$ cat config.mk
export PLATFORM = sky130hd
export DESIGN_NAME = motor_current_sense_calibrator_unit
export DESIGN_NICKNAME = d
export VERILOG_FILES = /design/src/hw/rtl/mcsc_pkg.sv /design/src/hw/rtl/mcsc_div.sv /design/src/hw/rtl/mcsc_corr.sv /design/src/hw/rtl/motor_current_sense_calibrator_unit.sv
export VERILOG_INCLUDE_DIRS = /design/src /design/src/hw/rtl
export SDC_FILE = /design/constraint.sdc
export NUM_CORES = 1
export LEC_CHECK = 0
export ABC_CLOCK_PERIOD_IN_PS = 6100
export BUFFER_PORTS_ARGS = -buffer_cell sky130_fd_sc_hd__buf_2
export CAP_MARGIN = 30
export CORE_MARGIN = 2
export CORE_UTILIZATION = 58
export CTS_BUF_LIST = sky130_fd_sc_hd__clkbuf_4 sky130_fd_sc_hd__clkbuf_8 sky130_fd_sc_hd__clkbuf_16
export CTS_CLUSTER_SIZE = 14
export DETAILED_ROUTE_END_ITERATION = 10
export PLACE_DENSITY_LB_ADDON = 0.05
export RECOVER_POWER = 50
export SKIP_LAST_GASP = 1
export SLEW_MARGIN = 15
export SYNTH_ARGS = -nofsm -noshare
export SYNTH_HDL_FRONTEND = slang
export SYNTH_SLANG_ARGS = --single-unit
$ cat constraint.sdc
create_clock -name clk -period 6.1 [get_ports clk]
set_input_delay 0.305 -clock clk [delete_from_list [all_inputs] [get_ports clk]]
set_output_delay 0.305 -clock clk [all_outputs]
set_load 0.01 [all_outputs]
$ cat src/hw/rtl/motor_current_sense_calibrator_unit_macros.svh
// Assertion macros for the motor current sense calibrator.
`ifndef MOTOR_CURRENT_SENSE_CALIBRATOR_UNIT_MACROS_SVH
`define MOTOR_CURRENT_SENSE_CALIBRATOR_UNIT_MACROS_SVH

// Same-cycle implication, sampled on clk and disabled in reset.
`define MCSC_ASSERT_NOW(lbl, ante, cons, msg) \
  lbl: assert property (@(posedge clk) disable iff (!rst_n) (ante) |-> (cons)) else $error(msg);

// Next-cycle implication, sampled on clk and disabled in reset.
`define MCSC_ASSERT_NEXT(lbl, ante, cons, msg) \
  lbl: assert property (@(posedge clk) disable iff (!rst_n) (ante) |=> (cons)) else $error(msg);

`endif

$ cat src/hw/rtl/mcsc_pkg.sv
// Package with types, codes and constants of the motor current sense calibrator.
package mcsc_pkg;

  localparam int SAMPLE_W = 12;
  localparam int MAX_SAMPLES_DEF = 32;
  localparam int CUR_W = 14;
  localparam int DIV_W = 21;
  localparam int DIVR_W = 9;
  localparam int TICKS_W = 10;

  localparam logic [1:0] CMD_CUR = 2'd0;
  localparam logic [1:0] CMD_VOLT = 2'd1;
  localparam logic [1:0] CMD_TICK = 2'd2;
  localparam logic [1:0] CMD_RECAL = 2'd3;

  localparam logic [1:0] REG_UV_LIMIT = 2'd0;
  localparam logic [1:0] REG_OFFSET_TICKS = 2'd1;
  localparam logic [1:0] REG_SETTLE_TICKS = 2'd2;

  localparam logic [11:0] UV_LIMIT_RST = 12'd426;
  localparam logic [8:0] OFFSET_TICKS_RST = 9'd250;
  localparam logic [8:0] SETTLE_TICKS_RST = 9'd100;
  localparam logic [TICKS_W-1:0] CALIB_TICKS_RST =
    TICKS_W'(OFFSET_TICKS_RST) + TICKS_W'(SETTLE_TICKS_RST) + TICKS_W'(1);

  localparam logic signed [31:0] CUR_GAIN = 32'sd480;
  localparam logic signed [31:0] CUR_LIMIT = 32'sd7680;

  typedef struct packed {
    logic [1:0] cmd;
    logic [SAMPLE_W-1:0] sample;
  } in_item_t;

  typedef struct packed {
    logic signed [CUR_W-1:0] motor_current;
    logic supply_ok;
    logic calibrated;
    logic control_enable;
  } out_item_t;

  typedef struct packed {
    logic start;
    logic [DIV_W-1:0] dividend;
    logic [DIVR_W-1:0] divisor;
  } div_req_t;

  typedef struct packed {
    logic busy;
    logic done;
    logic [DIV_W-1:0] quotient;
  } div_rsp_t;

endpackage

$ cat src/hw/rtl/mcsc_div.sv
// Restoring divider that produces one quotient bit per cycle.
module mcsc_div
  import mcsc_pkg::*;
(
  input  logic     clk,
  input  logic     rst_n,
  input  div_req_t req,
  output div_rsp_t rsp
);

  localparam int CNT_W = $clog2(DIV_W);

  logic [DIVR_W-1:0] rem_r, rem_nxt;
  logic [DIV_W-1:0] quo_r, quo_nxt;
  logic [DIVR_W-1:0] dvs_r, dvs_nxt;
  logic [CNT_W-1:0] cnt_r, cnt_nxt;
  logic busy_r, busy_nxt;
  logic done_r, done_nxt;
  logic [DIVR_W:0] trial;
  logic [DIVR_W:0] diff;
  logic fits;

  always_comb begin
    trial = {rem_r, quo_r[DIV_W-1]};
    diff = trial - {1'b0, dvs_r};
    fits = (trial >= {1'b0, dvs_r});
    rem_nxt = rem_r;
    quo_nxt = quo_r;
    dvs_nxt = dvs_r;
    cnt_nxt = cnt_r;
    busy_nxt = busy_r;
    done_nxt = 1'b0;
    if (req.start) begin
      rem_nxt = '0;
      quo_nxt = req.dividend;
      dvs_nxt = req.divisor;
      cnt_nxt = CNT_W'(DIV_W - 1);
      busy_nxt = 1'b1;
    end else if (busy_r) begin
      rem_nxt = fits ? diff[DIVR_W-1:0] : trial[DIVR_W-1:0];
      quo_nxt = {quo_r[DIV_W-2:0], fits};
      cnt_nxt = cnt_r - CNT_W'(1);
      if (cnt_r == '0) begin
        busy_nxt = 1'b0;
        done_nxt = 1'b1;
      end
    end
  end

  always_ff @(posedge clk) begin
    if (!rst_n) begin
      busy_r <= 1'b0;
      done_r <= 1'b0;
      cnt_r <= '0;
    end else begin
      busy_r <= busy_nxt;
      done_r <= done_nxt;
      cnt_r <= cnt_nxt;
    end
    rem_r <= rem_nxt;
    quo_r <= quo_nxt;
    dvs_r <= dvs_nxt;
  end

  assign rsp.busy = busy_r;
  assign rsp.done = done_r;
  assign rsp.quotient = quo_r;

endmodule

$ cat src/hw/rtl/mcsc_corr.sv
// Offset correction: scales offset minus mean by 480, shifts by 8 and saturates.
module mcsc_corr
  import mcsc_pkg::*;
(
  input  logic                    clk,
  input  logic                    load,
  input  logic [DIV_W-1:0]        offset,
  input  logic [SAMPLE_W-1:0]     mean,
  output logic signed [CUR_W-1:0] current
);

  logic signed [DIV_W+1:0] diff;
  logic signed [31:0] prod_r, prod_nxt;
  logic signed [31:0] shifted;

  always_comb begin
    diff = $signed({2'b00, offset}) - $signed({{(DIV_W+2-SAMPLE_W){1'b0}}, mean});
    prod_nxt = $signed({{(32-DIV_W-2){diff[DIV_W+1]}}, diff}) * CUR_GAIN;
    shifted = prod_r >>> 8;
    priority if (shifted > CUR_LIMIT) begin
      current = CUR_W'(CUR_LIMIT);
    end else if (shifted < -CUR_LIMIT) begin
      current = CUR_W'(-CUR_LIMIT);
    end else begin
      current = shifted[CUR_W-1:0];
    end
  end

  always_ff @(posedge clk) begin
    if (load) begin
      prod_r <= prod_nxt;
    end
  end

endmodule

$ cat src/hw/rtl/motor_current_sense_calibrator_unit.sv
// Top level of the motor current sense calibrator with sequencer and state.
// Sample and recalibrate words leave the unit idle, ready for the next word, and give no result.
// A tick word takes both means on the shared divider, then passes CAL, MUL, SAT and
// OUT and frees the input in the cycle its result appears. An offset divide is added,
// an empty mean skips its divide, a summing-phase tick skips MUL and SAT, and a full
// output register stalls it. Synchronous active-low reset clears sums and flags.
module motor_current_sense_calibrator_unit
  import mcsc_pkg::*;
#(
  parameter int MAX_SAMPLES_PER_TICK = MAX_SAMPLES_DEF
)
(
  input  logic      clk,
  input  logic      rst_n,
  input  logic      in_valid,
  output logic      in_ready,
  input  in_item_t  in_item,
  output logic      out_valid,
  input  logic      out_ready,
  output out_item_t out_item,
  input  logic      cfg_we,
  input  logic [1:0] cfg_idx,
  input  logic [11:0] cfg_wdata
);

  `include "motor_current_sense_calibrator_unit_macros.svh"

  localparam int CNT_W = $clog2(MAX_SAMPLES_PER_TICK + 1);
  localparam int SUM_W = $clog2(MAX_SAMPLES_PER_TICK * 4095 + 1);

  localparam logic [3:0] ST_IDLE = 4'd0;
  localparam logic [3:0] ST_I_GO = 4'd1;
  localparam logic [3:0] ST_I_WAIT = 4'd2;
  localparam logic [3:0] ST_V_GO = 4'd3;
  localparam logic [3:0] ST_V_WAIT = 4'd4;
  localparam logic [3:0] ST_CAL = 4'd5;
  localparam logic [3:0] ST_O_GO = 4'd6;
  localparam logic [3:0] ST_O_WAIT = 4'd7;
  localparam logic [3:0] ST_MUL = 4'd8;
  localparam logic [3:0] ST_SAT = 4'd9;
  localparam logic [3:0] ST_OUT = 4'd10;

  logic [3:0] state_r, state_nxt;
  logic [11:0] uv_limit_r;
  logic [8:0] offset_ticks_r, settle_ticks_r;
  logic [SUM_W-1:0] cur_sum_r, cur_sum_nxt, volt_sum_r, volt_sum_nxt;
  logic [CNT_W-1:0] cur_cnt_r, cur_cnt_nxt, volt_cnt_r, volt_cnt_nxt;
  logic [TICKS_W-1:0] calib_ticks_r, calib_ticks_nxt;
  logic [DIV_W-1:0] offset_accum_r, offset_accum_nxt;
  logic signed [CUR_W-1:0] current_hold_r, current_hold_nxt;
  logic calib_done_r, calib_done_nxt;
  logic [SAMPLE_W-1:0] mi_r, mi_nxt, mv_r, mv_nxt;
  logic out_valid_r, out_valid_nxt;
  out_item_t out_item_r, out_item_nxt;
  logic [TICKS_W-1:0] end_ticks;
  logic [TICKS_W-1:0] offset_ticks_ext;
  logic accept;
  logic corr_load;
  logic signed [CUR_W-1:0] corr_current;
  div_req_t div_req;
  div_rsp_t div_rsp;
  logic div_wait_st;
  logic cnt_ok;
  logic out_load;

  assign end_ticks = TICKS_W'(offset_ticks_r) + TICKS_W'(settle_ticks_r);
  assign offset_ticks_ext = TICKS_W'(offset_ticks_r);
  assign in_ready = (state_r == ST_IDLE);
  assign accept = in_valid && in_ready;
  assign corr_load = (state_r == ST_MUL);

  mcsc_div u_div (
    .clk   (clk),
    .rst_n (rst_n),
    .req   (div_req),
    .rsp   (div_rsp)
  );

  mcsc_corr u_corr (
    .clk     (clk),
    .load    (corr_load),
    .offset  (offset_accum_r),
    .mean    (mi_r),
    .current (corr_current)
  );

  always_comb begin
    state_nxt = state_r;
    cur_sum_nxt = cur_sum_r;
    cur_cnt_nxt = cur_cnt_r;
    volt_sum_nxt = volt_sum_r;
    volt_cnt_nxt = volt_cnt_r;
    calib_ticks_nxt = calib_ticks_r;
    offset_accum_nxt = offset_accum_r;
    current_hold_nxt = current_hold_r;
    calib_done_nxt = calib_done_r;
    mi_nxt = mi_r;
    mv_nxt = mv_r;
    out_valid_nxt = out_valid_r;
    out_item_nxt = out_item_r;
    div_req.start = 1'b0;
    div_req.dividend = '0;
    div_req.divisor = '0;
    if (out_valid_r && out_ready) begin
      out_valid_nxt = 1'b0;
    end
    unique case (state_r)
      ST_IDLE: begin
        if (accept) begin
          unique case (in_item.cmd)
            CMD_CUR: begin
              if (cur_cnt_r < CNT_W'(MAX_SAMPLES_PER_TICK)) begin
                cur_sum_nxt = cur_sum_r + SUM_W'(in_item.sample);
                cur_cnt_nxt = cur_cnt_r + CNT_W'(1);
              end
            end
            CMD_VOLT: begin
              if (volt_cnt_r < CNT_W'(MAX_SAMPLES_PER_TICK)) begin
                volt_sum_nxt = volt_sum_r + SUM_W'(in_item.sample);
                volt_cnt_nxt = volt_cnt_r + CNT_W'(1);
              end
            end
            CMD_TICK: begin
              state_nxt = ST_I_GO;
            end
            CMD_RECAL: begin
              calib_ticks_nxt = '0;
              offset_accum_nxt = '0;
              calib_done_nxt = 1'b0;
            end
            default: begin
            end
          endcase
        end
      end
      ST_I_GO: begin
        cur_sum_nxt = '0;
        cur_cnt_nxt = '0;
        if (cur_cnt_r == '0) begin
          mi_nxt = '0;
          state_nxt = ST_V_GO;
        end else begin
          div_req.start = 1'b1;
          div_req.dividend = {{(DIV_W-SUM_W){1'b0}}, cur_sum_r};
          div_req.divisor = {{(DIVR_W-CNT_W){1'b0}}, cur_cnt_r};
          state_nxt = ST_I_WAIT;
        end
      end
      ST_I_WAIT: begin
        if (div_rsp.done) begin
          mi_nxt = div_rsp.quotient[SAMPLE_W-1:0];
          state_nxt = ST_V_GO;
        end
      end
      ST_V_GO: begin
        volt_sum_nxt = '0;
        volt_cnt_nxt = '0;
        if (volt_cnt_r == '0) begin
          mv_nxt = '0;
          state_nxt = ST_CAL;
        end else begin
          div_req.start = 1'b1;
          div_req.dividend = {{(DIV_W-SUM_W){1'b0}}, volt_sum_r};
          div_req.divisor = {{(DIVR_W-CNT_W){1'b0}}, volt_cnt_r};
          state_nxt = ST_V_WAIT;
        end
      end
      ST_V_WAIT: begin
        if (div_rsp.done) begin
          mv_nxt = div_rsp.quotient[SAMPLE_W-1:0];
          state_nxt = ST_CAL;
        end
      end
      ST_CAL: begin
        priority if (calib_ticks_r < offset_ticks_ext) begin
          calib_ticks_nxt = calib_ticks_r + TICKS_W'(1);
          offset_accum_nxt = offset_accum_r + DIV_W'(mi_r);
          state_nxt = ST_OUT;
        end else if (calib_ticks_r == offset_ticks_ext && offset_ticks_r != '0) begin
          state_nxt = ST_O_GO;
        end else begin
          state_nxt = ST_MUL;
        end
      end
      ST_O_GO: begin
        div_req.start = 1'b1;
        div_req.dividend = offset_accum_r;
        div_req.divisor = offset_ticks_r;
        state_nxt = ST_O_WAIT;
      end
      ST_O_WAIT: begin
        if (div_rsp.done) begin
          offset_accum_nxt = div_rsp.quotient;
          state_nxt = ST_MUL;
        end
      end
      ST_MUL: begin
        state_nxt = ST_SAT;
      end
      ST_SAT: begin
        current_hold_nxt = corr_current;
        if (calib_ticks_r <= end_ticks) begin
          calib_ticks_nxt = calib_ticks_r + TICKS_W'(1);
          if (calib_ticks_r == end_ticks) begin
            calib_done_nxt = 1'b1;
          end
        end
        state_nxt = ST_OUT;
      end
      ST_OUT: begin
        if (!out_valid_r || out_ready) begin
          out_valid_nxt = 1'b1;
          out_item_nxt.motor_current = current_hold_r;
          out_item_nxt.supply_ok = (mv_r > uv_limit_r);
          out_item_nxt.calibrated = calib_done_r;
          out_item_nxt.control_enable = (calib_ticks_r > end_ticks);
          state_nxt = ST_IDLE;
        end
      end
      default: begin
        state_nxt = ST_IDLE;
      end
    endcase
  end

  always_ff @(posedge clk) begin
    if (!rst_n) begin
      state_r <= ST_IDLE;
      uv_limit_r <= UV_LIMIT_RST;
      offset_ticks_r <= OFFSET_TICKS_RST;
      settle_ticks_r <= SETTLE_TICKS_RST;
      cur_sum_r <= '0;
      cur_cnt_r <= '0;
      volt_sum_r <= '0;
      volt_cnt_r <= '0;
      calib_ticks_r <= CALIB_TICKS_RST;
      offset_accum_r <= '0;
      current_hold_r <= '0;
      calib_done_r <= 1'b0;
      out_valid_r <= 1'b0;
    end else begin
      state_r <= state_nxt;
      cur_sum_r <= cur_sum_nxt;
      cur_cnt_r <= cur_cnt_nxt;
      volt_sum_r <= volt_sum_nxt;
      volt_cnt_r <= volt_cnt_nxt;
      calib_ticks_r <= calib_ticks_nxt;
      offset_accum_r <= offset_accum_nxt;
      current_hold_r <= current_hold_nxt;
      calib_done_r <= calib_done_nxt;
      out_valid_r <= out_valid_nxt;
      if (cfg_we) begin
        unique case (cfg_idx)
          REG_UV_LIMIT: uv_limit_r <= cfg_wdata;
          REG_OFFSET_TICKS: offset_ticks_r <= cfg_wdata[8:0];
          REG_SETTLE_TICKS: settle_ticks_r <= cfg_wdata[8:0];
          default: begin
          end
        endcase
      end
    end
    mi_r <= mi_nxt;
    mv_r <= mv_nxt;
    out_item_r <= out_item_nxt;
  end

  assign out_valid = out_valid_r;
  assign out_item = out_item_r;

  assign div_wait_st = (state_r == ST_I_WAIT) || (state_r == ST_V_WAIT) ||
                       (state_r == ST_O_WAIT);
  assign cnt_ok = (cur_cnt_r <= CNT_W'(MAX_SAMPLES_PER_TICK)) &&
                  (volt_cnt_r <= CNT_W'(MAX_SAMPLES_PER_TICK));
  assign out_load = (state_r == ST_OUT) && (!out_valid_r || out_ready);

  `MCSC_ASSERT_NOW(a_div_busy_waits, div_rsp.busy, div_wait_st, "divider busy outside a wait")
  `MCSC_ASSERT_NOW(a_cnt_bound, 1'b1, cnt_ok, "sample count above limit")
  `MCSC_ASSERT_NEXT(a_out_load, out_load, (out_valid_r && state_r == ST_IDLE), "result not loaded")

endmodule

After elaboration in Yosys (flattened, before gate mapping):

Cells that the tools add are included.

* bits in registers: 241
* word-level logic and storage cells: 180

* add/subtract/negate cells: 10
* multiply operators: 1
* order comparisons: 9
* equal/unequal tests: 33
* mux-type cells: 64
* bitwise gates (word level): 2
* reduce and logical (&&, ||, !) cells: 34

Operator list (count)
* $mux 21: 6
* $mux 17: 6
* $pmux 31 s3: 1
* $pmux 17 s2: 2
* $pmux 21 s3: 1
* $mux 31: 2
* $pmux 12 s2: 2
* $pmux 4 s11: 1
* $mux 10: 4
* $mux 12: 3
* $mux 6: 6
* $add 17x12->17: 2
* $mux 4: 8
* $pmux 10 s3: 1
* $mux 14: 2
* $mul 22x5->27 const B: 1
* $gt 24x14->1 const B: 1
* $lt 24x14->1 const B: 1
* $pmux 6 s2: 2
* $ne 2x1->1 const B: 11
* $sub 21x12->22: 1
* $add 21x12->21: 1
* $eq 4x3->1 const B: 4
* $reduce_and 5->1: 3
* other kinds (40): 81

Longest topological paths before layout:

* word-level depth: 5
* mapped depth: 26
* depth with buffers taken out: 25

Cells and area by module:

From an unflattened synthesis, not the netlist that was laid out.

* cells, all modules: 1794
* area total of the unflattened synthesis: 16407.0 sq um

By module, submodules not included
* motor_current_sense_calibrator_unit: instances 1, cells each 1128, area each 9815.7 sq um
* mcsc_corr: instances 1, cells each 471, area each 4237.8 sq um
* mcsc_div: instances 1, cells each 195, area each 2353.5 sq um

Worst setup path before layout:

OpenSTA, ideal clock, no wires.

* path kind: register to register
* start point: reg offset_accum_r[0]
* end point: reg u_corr.prod_r[31], data pin
* setup time: 0.258 ns
* arrival: 5.542 ns
* required time: 5.842 ns
* slack: 0.300 ns
* stages on the path, launching flop included: 25
* path buffers: 0
* period minus slack after synthesis: 5.800 ns
* cell sequence: dfxtp_1 -> inv_1 -> ha_1 -> inv_1 -> fa_1 -> a211o_1 -> a21oi_1 -> nor3_1 -> o31a_1 -> nor4_4 -> xor2_2 -> ha_1 -> fa_1 -> inv_1 -> fa_1 -> inv_1 -> ha_1 -> a21o_1 -> a21o_1 -> a221o_1 -> nor2_1 -> a21oi_1 -> a311o_1 -> a31oi_1 -> xnor2_1

* longest elaborated chain between the ends: 2

RTL lines
* start: declaration: line motor_current_sense_calibrator_unit.sv:49 `logic [DIV_W-1:0] offset_accum_r, offset_accum_nxt;`
* start signal: assignment: line motor_current_sense_calibrator_unit.sv:248 `offset_accum_r <= offset_accum_nxt;`
* $sub 21x12->22: line mcsc_corr.sv:17 `diff = $signed({2'b00, offset}) - $signed({{(DIV_W+2-SAMPLE_W){1'b0}}, mean});`
* $mul 22x5->27: line mcsc_corr.sv:18 `prod_nxt = $signed({{(32-DIV_W-2){diff[DIV_W+1]}}, diff}) * CUR_GAIN;`
* via u_corr.prod_nxt[31]: line mcsc_corr.sv:13 `logic signed [31:0] prod_r, prod_nxt;`
* end signal: assignment: line mcsc_corr.sv:31 `prod_r <= prod_nxt;`
* end: declaration: line mcsc_corr.sv:13

The timed path passes the listed nets, and every way through them passes these cells.
A chain may end at the register's enable or synchronous reset.

Final worst setup path:

Ends and elaborated chain as after synthesis.

==> metrics.csv <==
stage,metric,value,unit
logic_synthesis,synth_fp_nets,2033,
timing,finalMaxSlewViolations,88,
critical_path,worst_r2r_endpoint,u_corr.prod_r[31],
clock_tree,insertion_delay,0.56,ns
die,start_util,58.51,%
grt,grt_overflow,0,
final_layout,final_nets,2059,
min_path,hp-class,primary input to flop,
timing,fmax,171.0,MHz
die,die_h,170.9,um
die,die_x,170.9,um
logic_synthesis,ys_top_cells_by_area,"dfxtp_1 (18%), edfxtp_1 (18%), ha_1 (13%)",
logic_synthesis,synth_top_area_share,17.71,%
clock_tree,cts_root_buf,clkbuf_16,
logic_synthesis,synthArstFlopShare,0,%
min_path,hold_end,settle_ticks_r[6],
status,violations,"max-capacitance violations, max-slew violations",
die,rows,61,
place,gp_congestion,0.8620,
critical_path,critPathLaunch,offset_accum_r[0],
routing,wirelength,38.36,mm
status,status,"finished, violations left",
clock_tree,htreeDepth,1,
min_path,min_from,cfg_wdata[6],
logic_synthesis,yosysMostFrequentCell,inv_1,
place,post-dp-hpwl,29.09,mm
die,num_io_pins,52,
timing,finalSetupViolCount,0,
routing,wl_per_cell,17.19,um
place,pre_cts_ws,0.02338,ns
logic_synthesis,synth_cells,1803,
critical_path,crit_chain,inv_1 > ha_2 > inv_1 > fa_2 > a211o_1 > a21oi_2 > nor3_2 > o31a_1 > nor4_4 > xor2_2 > ha_1 > fa_1 > inv_1 > fa_1 > inv_1 > ha_1 > a21o_1 > a21o_1 > a221o_1 > nor2_2 > a21oi_2 > a311o_1 > a31oi_2 > xnor2_1,
grt,antenna_found_initial,7,
logic_synthesis,synth_cell_types,79,
critical_path,worst-setup-path-type,flop to flop,
logic_synthesis,yosysWarnings,0,
clock_tree,clkTransAtPathRegs,0.06,ns
critical_path,r2r-start,offset_accum_r[0],
clock_tree,cts_sinks,238,
grt,busiest_layer,met2,
routing,dr_total_vias,13020,
timing,setup_tns,0,ns
timing,finalWorstSetupSlack,0.2508,ns
logic_synthesis,synth_edf_count,95,
critical_path,crit_path_start_kind,flop,
die,design.core.area,27630,sq um
clock_tree,clockBufferDepth,3,
grt,grt_usage,26.14,%
logic_synthesis,ys_seq_area_share,35.36,%
job,maxCapViolCount,2,
logic_synthesis,netlist_top_cells_count,"inv_1 (172), ha_1 (164), nor2_1 (163), a21oi_1 (145), dfxtp_1 (143)",
clock_tree,cts_buffers,27,
routing,drc_errors,0,
timing,relSlewSlack,-49.81,%
min_path,hold_depth,3,
final_layout,area_growth_syn_to_layout,10.39,%
critical_path,crit_fanout,4,
critical_path,crit_path_max_incr_delay,0.50,ns
routing,avgViaCountPerCell,5.835,
timing,max_slew.worst_pin.slew,2.247,ns
grt,grt_max_degree,46,
logic_synthesis,syn_avg_cell_area,8.966,sq um
grt,gr-usage-met3,3.794,%
logic_synthesis,synth.largest_area_cell,dfxtp_1,
logic_synthesis,syn_area,16170,sq um
logic_synthesis,synth_seq_cells,238,
logic_synthesis,ys.flop_type,dfxtp_1,
final_layout,drive_above_1_share,7.838,%
grt,met2_usage,44.31,%
routing,firstDrtPassIters,6,
critical_path,cp_slowest_cell,fa_1,
grt,grt_pass1_wl,61.62,mm
place,io_buffers,51,
critical_path,crit_family,compound AO/OA/AOI/OAI gates,
critical_path,cp.required,6.40,ns
grt,grt_pass1_vias,12360,
grt,use_met1,34.75,%
critical_path,endpoint_kind,flop,
timing,final_hold_viol_count,0,
critical_path,r2r_setup_slack,0.25,ns
routing,final_antenna_net_count,0,
critical_path,reg2reg_depth,24,
die,dieArea,29220,sq um
timing,fin_crit_sh,95.89,%
critical_path,worstPathArrival,6.15,ns
routing,drtIter0Drc,1032,
critical_path,path_buf_inv,4,
final_layout,layout.cells.non_filler,2231,
timing,period_minus_slack,5.849,ns
clock_tree,cts_tree,done,
place,dpl.cell_count,2171,
critical_path,crit_top_cell,inv_1,
timing,fin_skew,0.02897,ns
==> sequential cells by signal, summed over array words and instances (netlist names), 9 cells and up <==
register,count
current_hold_r,14
mi_r,12
calib_ticks_r,10
cur_sum_r,17
offset_accum_r,21
u_div.dvs_r,9
settle_ticks_r,9
mv_r,12
uv_limit_r,12
out_item,17
u_corr.prod_r,24
u_div.rem_r,9
volt_sum_r,17
offset_ticks_r,9
u_div.quo_r,21
==> how the worst max path moves through the flow <==
stage	to	slack, ns	cells past startpoint
after floorplan	u_corr.prod_r[31]	0.30	24
after global placement	u_corr.prod_r[31]	0.14	24
after detailed placement	u_corr.prod_r[28]	0.02	25
after CTS	u_corr.prod_r[28]	0.02	25
after global routing	u_corr.prod_r[31]	-0.02	24
final	u_corr.prod_r[31]	0.25	24
==> routing by layer <==
layer | wire [um] | vias up
met3 | 2272 | 78
met4 | 962 | 0
met5 | 0 | -
li1 | - | 6473
met2 | 18040 | 348
met1 | 17090 | 6120
==> area by class of cell <==
cell class | count | area (sq um)
diodes | 3 | 7.507
clock buffers | 38 | 805.8
clock inverters | 12 | 185.2
fillers | 2374 | 9784
inverters | 173 | 649.4
multi-input cells | 1309 | 9540
flip-flops and latches | 238 | 5717
well taps | 378 | 473.0
repair buffers | 80 | 466.7
==> metrics by stage <==
stage / hold slack, ns / cell area [sq um] / util [%]
after floorplan: 0.4030 / 16170 / -
after detailed placement: 0.4214 / 16790 / 60.77
after CTS: 0.002443 / 17800 / 64.43
final: 0.01900 / 17840 / 64.59
after global routing: 0.004196 / 17840 / 64.58
after global placement: 0.4167 / 16720 / 60.53
==> tightest hold or removal path, stage by stage <==
cell	delay (ns)
buf_2	0.11
mux2i_1	0.07
nand2_1	0.06
==> what timing repair did <==
action	4_1_cts	5_1_grt
endpoints found under the setup margin	0	5
resized for setup	0	16
hold endpoints to repair	2	0
buffers inserted	0	3
hold buffers	2	0
==> cell usage in the layout, fill, tap and decap left out, types with 33 or more instances in the layout <==
cell type and instances:
a21oi_1 143, dfxtp_1 142, edfxtp_1 95, ha_1 163, inv_1 172, nand2_1 137
nand3_1 35, nor2_1 162, nor3_1 35, o21ai_0 63, xnor2_1 83, xor2_1 33
==> kinds of logic (layout without fill, tap and decap cells) <==
| kind of cell | Yosys count | count (layout) | share of synthesized area, % |
|---|---|---|---|
| adder cells (fa/ha/maj) | 197 | 197 | 16.78 |
| AND/OR/NAND/NOR | 528 | 528 | 15.67 |
| other | 0 | 3 | 0 |
| XOR/XNOR | 118 | 118 | 6.556 |
| multiplexers | 18 | 18 | 1.115 |
| AO/OA/AOI/OAI | 448 | 448 | 18.51 |
| buffers and inverters | 256 | 303 | 6.014 |
| flip-flops | 238 | 238 | 35.36 |
Power is not shown: default switching activity piles up to over one toggle a cycle in this logic, so the estimate is an artifact.
